===== src/sv/lets_pkg.sv =====
// ----------------------------------------------------------------------------
// lets_pkg
// Shared types and defaults for the local expansion Taylor shift block.
// ----------------------------------------------------------------------------
package lets_pkg;

  localparam int DEF_MAX_TERMS = 16;
  localparam int DEF_FRAC_BITS = 16;
  localparam int CFG_W         = 5;
  localparam logic [CFG_W-1:0] TERMS_RESET = 5'd16;

  typedef enum logic [3:0] {
    S_LOAD,
    S_P_RD,
    S_P_CUR,
    S_MUL,
    S_UPD,
    S_ACC_RD,
    S_ACC_WR,
    S_EM_RD,
    S_EM_LD,
    S_EM_OUT
  } lets_state_t;

  typedef struct packed {
    logic load_we;
    logic cap_z;
    logic cur_ld;
    logic mul_en;
    logic upd_en;
    logic acc_en;
    logic out_ld;
    logic out_last;
    logic clr_flag;
  } lets_cmd_t;

endpackage


===== src/sv/lets_ctrl.sv =====
// ----------------------------------------------------------------------------
// lets_ctrl
// Controller: load counting, Horner pass and step sequencing, accumulate and
// emit sweeps, and the length register.
// ----------------------------------------------------------------------------
module lets_ctrl #(
  parameter int MAX_TERMS = 16
) (
  input  logic                         clk,
  input  logic                         rst,
  input  logic                         cfg_valid,
  output logic                         cfg_ready,
  input  logic [lets_pkg::CFG_W-1:0]   cfg_data,
  input  logic                         in_valid,
  output logic                         in_ready,
  output logic                         out_valid,
  input  logic                         out_ready,
  output lets_pkg::lets_cmd_t          cmd,
  output logic [$clog2(MAX_TERMS)-1:0] waddr,
  output logic [$clog2(MAX_TERMS)-1:0] raddr
);
  import lets_pkg::*;

  localparam int AW = $clog2(MAX_TERMS);
  localparam int CW = $clog2(MAX_TERMS + 1);

  lets_state_t state, state_next;
  logic [CFG_W-1:0] terms;
  logic [CW-1:0]    load_count, load_count_next;
  logic [AW-1:0]    k, k_next;
  logic [CW-1:0]    l, l_next;
  logic [CW-1:0]    p;
  logic [AW-1:0]    lc_idx;
  logic             in_acc, complete;
  logic [CW:0]      k2;

  assign cfg_ready = 1'b1;
  assign in_acc    = in_valid && in_ready;

  always_comb begin
    if (terms == '0) begin
      p = CW'(1);
    end else if (32'(terms) > MAX_TERMS) begin
      p = CW'(MAX_TERMS);
    end else begin
      p = CW'(terms);
    end
    lc_idx   = (32'(load_count) >= MAX_TERMS) ? '0 : load_count[AW-1:0];
    complete = ((CW + 1)'(lc_idx) + 1'b1) >= (CW + 1)'(p);
    k2       = (CW + 1)'(k) + (CW + 1)'(2);
  end

  always_ff @(posedge clk) begin
    if (rst) begin
      state      <= S_LOAD;
      terms      <= TERMS_RESET;
      load_count <= '0;
      k          <= '0;
      l          <= '0;
    end else begin
      state      <= state_next;
      load_count <= load_count_next;
      k          <= k_next;
      l          <= l_next;
      if (cfg_valid && cfg_ready) begin
        terms <= cfg_data;
      end
    end
  end

  // Next state and counters.
  always_comb begin
    state_next      = state;
    load_count_next = load_count;
    k_next          = k;
    l_next          = l;
    case (state)
      S_LOAD: begin
        if (in_acc) begin
          load_count_next = complete ? '0 : CW'(lc_idx) + 1'b1;
          if (complete) begin
            if (p == CW'(1)) begin
              k_next     = '0;
              state_next = S_ACC_RD;
            end else begin
              l_next     = CW'(1);
              k_next     = AW'(p - CW'(2));
              state_next = S_P_RD;
            end
          end
        end
      end
      S_P_RD:  state_next = S_P_CUR;
      S_P_CUR: state_next = S_MUL;
      S_MUL:   state_next = S_UPD;
      S_UPD: begin
        if (k2 < (CW + 1)'(p)) begin
          k_next     = k + 1'b1;
          state_next = S_MUL;
        end else if (l + 1'b1 == p) begin
          k_next     = '0;
          state_next = S_ACC_RD;
        end else begin
          // Next pass starts one coefficient lower.
          l_next     = l + 1'b1;
          k_next     = AW'(p - CW'(2) - l);
          state_next = S_P_RD;
        end
      end
      S_ACC_RD: state_next = S_ACC_WR;
      S_ACC_WR: begin
        if (CW'(k) + 1'b1 == p) begin
          k_next     = '0;
          state_next = S_EM_RD;
        end else begin
          k_next     = k + 1'b1;
          state_next = S_ACC_RD;
        end
      end
      S_EM_RD: state_next = S_EM_LD;
      S_EM_LD: state_next = S_EM_OUT;
      S_EM_OUT: begin
        if (out_ready) begin
          if (CW'(k) + 1'b1 == p) begin
            k_next     = '0;
            state_next = S_LOAD;
          end else begin
            k_next     = k + 1'b1;
            state_next = S_EM_RD;
          end
        end
      end
      default: state_next = S_LOAD;
    endcase
  end

  // Outputs and datapath commands.
  always_comb begin
    cmd       = '0;
    in_ready  = 1'b0;
    out_valid = 1'b0;
    waddr     = k;
    raddr     = k;
    case (state)
      S_LOAD: begin
        in_ready    = 1'b1;
        waddr       = lc_idx;
        cmd.load_we = in_acc;
        cmd.cap_z   = in_acc && complete;
      end
      S_P_RD: ;
      S_P_CUR: begin
        cmd.cur_ld = 1'b1;
        raddr      = k + 1'b1;
      end
      S_MUL:    cmd.mul_en = 1'b1;
      S_UPD: begin
        cmd.upd_en = 1'b1;
        raddr      = AW'(k2);
      end
      S_ACC_RD: ;
      S_ACC_WR: cmd.acc_en = 1'b1;
      S_EM_RD:  ;
      S_EM_LD: begin
        cmd.out_ld   = 1'b1;
        cmd.out_last = (CW'(k) + 1'b1 == p);
      end
      S_EM_OUT: begin
        out_valid    = 1'b1;
        cmd.clr_flag = out_ready && (CW'(k) + 1'b1 == p);
      end
      default: ;
    endcase
  end

  a_no_overlap: assert property (@(posedge clk) disable iff (rst)
    !(in_ready && out_valid))
    else $error("input taken while a result is pending");

  a_start_work: assert property (@(posedge clk) disable iff (rst)
    (in_acc && complete) |=> (state != S_LOAD))
    else $error("completed set did not start processing");

  a_k_range: assert property (@(posedge clk) disable iff (rst)
    (state != S_LOAD) |-> (CW'(k) < p))
    else $error("coefficient index beyond set length");

  a_pass_range: assert property (@(posedge clk) disable iff (rst)
    (state == S_UPD) |-> (l < p) && (k2 <= (CW + 1)'(p)))
    else $error("Horner step outside its pass");

endmodule


===== config.mk =====
export PLATFORM = sky130hd
export DESIGN_NAME = lets_ctrl
export DESIGN_NICKNAME = d
export VERILOG_FILES = /design/src/sv/lets_pkg.sv /design/src/sv/lets_ctrl.sv
export SDC_FILE = /design/constraint.sdc
export NUM_CORES = 1
export LEC_CHECK = 0
export BUFFER_PORTS_ARGS = -buffer_cell sky130_fd_sc_hd__buf_2
export CORE_MARGIN = 10
export CORE_UTILIZATION = 60
export CTS_CLUSTER_SIZE = 25
export DETAILED_ROUTE_END_ITERATION = 16
export GPL_TIMING_DRIVEN = 0
export PLACE_DENSITY = 0.83
export SLEW_MARGIN = 40
export SYNTH_ARGS = -nofsm -noshare
export SYNTH_HDL_FRONTEND = slang
export SYNTH_SLANG_ARGS = --single-unit

===== constraint.sdc =====
create_clock -name clk -period 5.6 [get_ports clk]
set_clock_uncertainty 0.15 [all_clocks]
set_input_delay 0.84 -clock clk [delete_from_list [all_inputs] [get_ports clk]]
set_output_delay 0.84 -clock clk [all_outputs]
set_load 0.005 [all_outputs]

==> results.ini <==
[status]
outcome = finished clean

[drt]
wl_per_cell_um = 16.1
ant_nets = 0
dr.pass1.iters = 6
drtIter0Drc = 144
vias = 2146
finalWirelength_mm = 5.59
vias_per_cell = 6.17
drc_errors = 0

[worst_setup_path]
cp-start-kind = register
crit_path_end = cmd[7]
ff2ff_path_depth = 10
reg2reg_from = terms[2]
critPathMostFrequentCell = buf_2
reg2reg_slack_ns = 2.27
critPathKind = register to output pin
worstPathRequired_ns = 4.61
endpoint_kind = output pin
path_max_fanout = 9
rr_endpoint = l[1]
worst-path-stages = 10
cpMaxStageDelayCell = or4_2
cp-startpoint = terms[2]
critPathTopFamily = simple AND/OR/NAND/NOR gates
slowest_delay_ns = 0.71
arrival_ns = 2.94
crit_chain = buf_2, or4_2, nand2_1, ha_1, nand2b_1, a211oi_1, o32a_2, o31a_1, nor2_1, buf_2
critPathBufInv = 2

[timing]
min_period_ns = 3.93
max_clock_freq_mhz = 254
min_period_over_period = 0.702
tightestPinTransition_ns = 0.625
totalNegativeSetupSlack_ns = 0
drv_slew = 0
setup_violations = 0
rsz0062_at_grt = no
hold_viol = 0
slew-limit-headroom = 0.583

[die]
start_util = 0.639
rows = 21
die_area_um2 = 6490
ioPinCount = 30
die_width_um = 80.5
core_um2 = 3440
die_h_um = 80.5

[cells_and_area]
drive_gt1_frac = 0.185
synthToLayoutAreaGrowth_pct = 10.6
diodes = 0
fillers = 293
nNetsFinal = 330

[yosys]
synth_ff_type = dfxtp_1
yosysTopAreaCell = dfxtp_1
synth_top_area_frac = 0.209
yosysSeqAreaShare = 0.209
yosys.cell_types.count = 69
synthTopCellsByArea = dfxtp_1, ha_1, xnor2_1
postSynthAreaPerCell_um2 = 8.08
synthCells = 272
postSynth.asyncResetShare = 0
synthTopCellsByCount = dfxtp_1, nor2_1, inv_1
synth-edff-count = 0
yosysWarningCount = 0
synth_seq_cells = 23
synth_nets = 299
syn_area_um2 = 2200

[hold_path]
hold_class = register to register

[global_route]
grt_max_degree = 13
grt_pass1_vias = 2019
grt_pass1_wl_mm = 9.27
grt_usage = 0.172
overflow = 0
antenna_found_initial = 0

[cts]
cts-root-buf = clkbuf_8
clock_path_buffers = 2
cts.sinks = 23
clock_latency_ns = 0.27
postCtsHoldBufs = 0
path_clk_slew_ns = 0.09
cts_resized = 0
h-tree-depth = 1
cts_made_buffers = 3
post_cts_buffers = 0
cts_tree = done

[power_and_ir_drop]
vdd.ir_drop.worst_mv = 0.115
p_total_uw = 509
p_leak_nw = 1.07
power_per_cell_area_nw_per_um2 = 209

[placed_design]
place_congestion = 0.889
io_buffers = 26
place_hpwl_mm = 4.34

[flow_run]
cap_violations = 0

-- logic make-up after synthesis --
group / synth area share
DFF: 0.209
and+or+nand+nor: 0.232
adders and majority gates: 0.100
buffers and inverters: 0.0808
other: 0.00171
xor gates and xnor gates: 0.0825
AOI/OAI and AO/OA: 0.270
muxes: 0.0233
-- flip-flops by register name, summed over array words and instances (netlist names) --
name,flops
k,4
state,4
l,5
terms,5
load_count,5
-- where the power goes --
group	switching, mW	internal (mW)
clock network	0.0569	0.0509
logic	0.125	0.0899
registers	0.0113	0.176
-- worst register-to-register path, cell delays in order (launching register included) --
cell      delay [ns]
dfxtp_1         0.30
buf_2           0.16
or4_2           0.71
nand2_1         0.14
ha_1            0.14
nand2b_1        0.10
a211oi_1        0.10
o32a_2          0.44
o31ai_1         0.46
o211ai_1        0.23
a31o_2          0.29
-- worst min-delay path by stage --
stage,start,endpoint,depth (start not counted)
final,terms[0],terms[0],2
after global placement,terms[0],terms[0],2
after global routing,terms[0],terms[0],2
after floorplan,terms[0],terms[0],2
after detailed placement,terms[0],terms[0],2
after CTS,terms[0],terms[0],2
-- per-stage QoR --
step                      instance area, um2  hold slack [ns]  std cells  worst slack [ns]  utilization
after floorplan                         2200            0.310        272              2.30            -
after global routing                    2430            0.410        348              1.48        0.706
after detailed placement                2390            0.347        344              1.98        0.693
final                                   2430            0.370        348              1.67        0.706
after global placement                  2390            0.335        344              2.02        0.693
after CTS                               2430            0.369        348              1.68        0.706
-- per-layer routing --
metal,GRT usage,vias to the layer above,wire (um)
li1,-,1048,-
met3,0.0267,6,431
met2,0.275,98,2650
met1,0.226,994,2460
met5,0,-,0
met4,0.0581,0,48
-- layout by cell type (no fill, tap or decap), types with 6 or more instances in the layout --
cell,instances
inv_1,22
clkbuf_1,11
nand3_1,10
dfxtp_1,23
nand2b_1,7
ha_1,16
a22o_1,7
nor2_1,23
xnor2_1,10
o21ai_0,9
nand2_1,20
buf_2,30
a21oi_1,6
-- final cells by class --
cell class / instances / area [um2] / area share
Multi-Input combinational cell: 208 / 1560 / 0.642
Sequential cell: 23 / 460 / 0.189
Timing Repair Buffer: 26 / 130 / 0.0535
Inverter: 24 / 90.1 / 0.0371
Buffer: 17 / 87.6 / 0.0360
Tap cell: 46 / 57.6 / 0.0237
Clock buffer: 4 / 45.0 / 0.0185
Power figures use the tool's default switching activity.
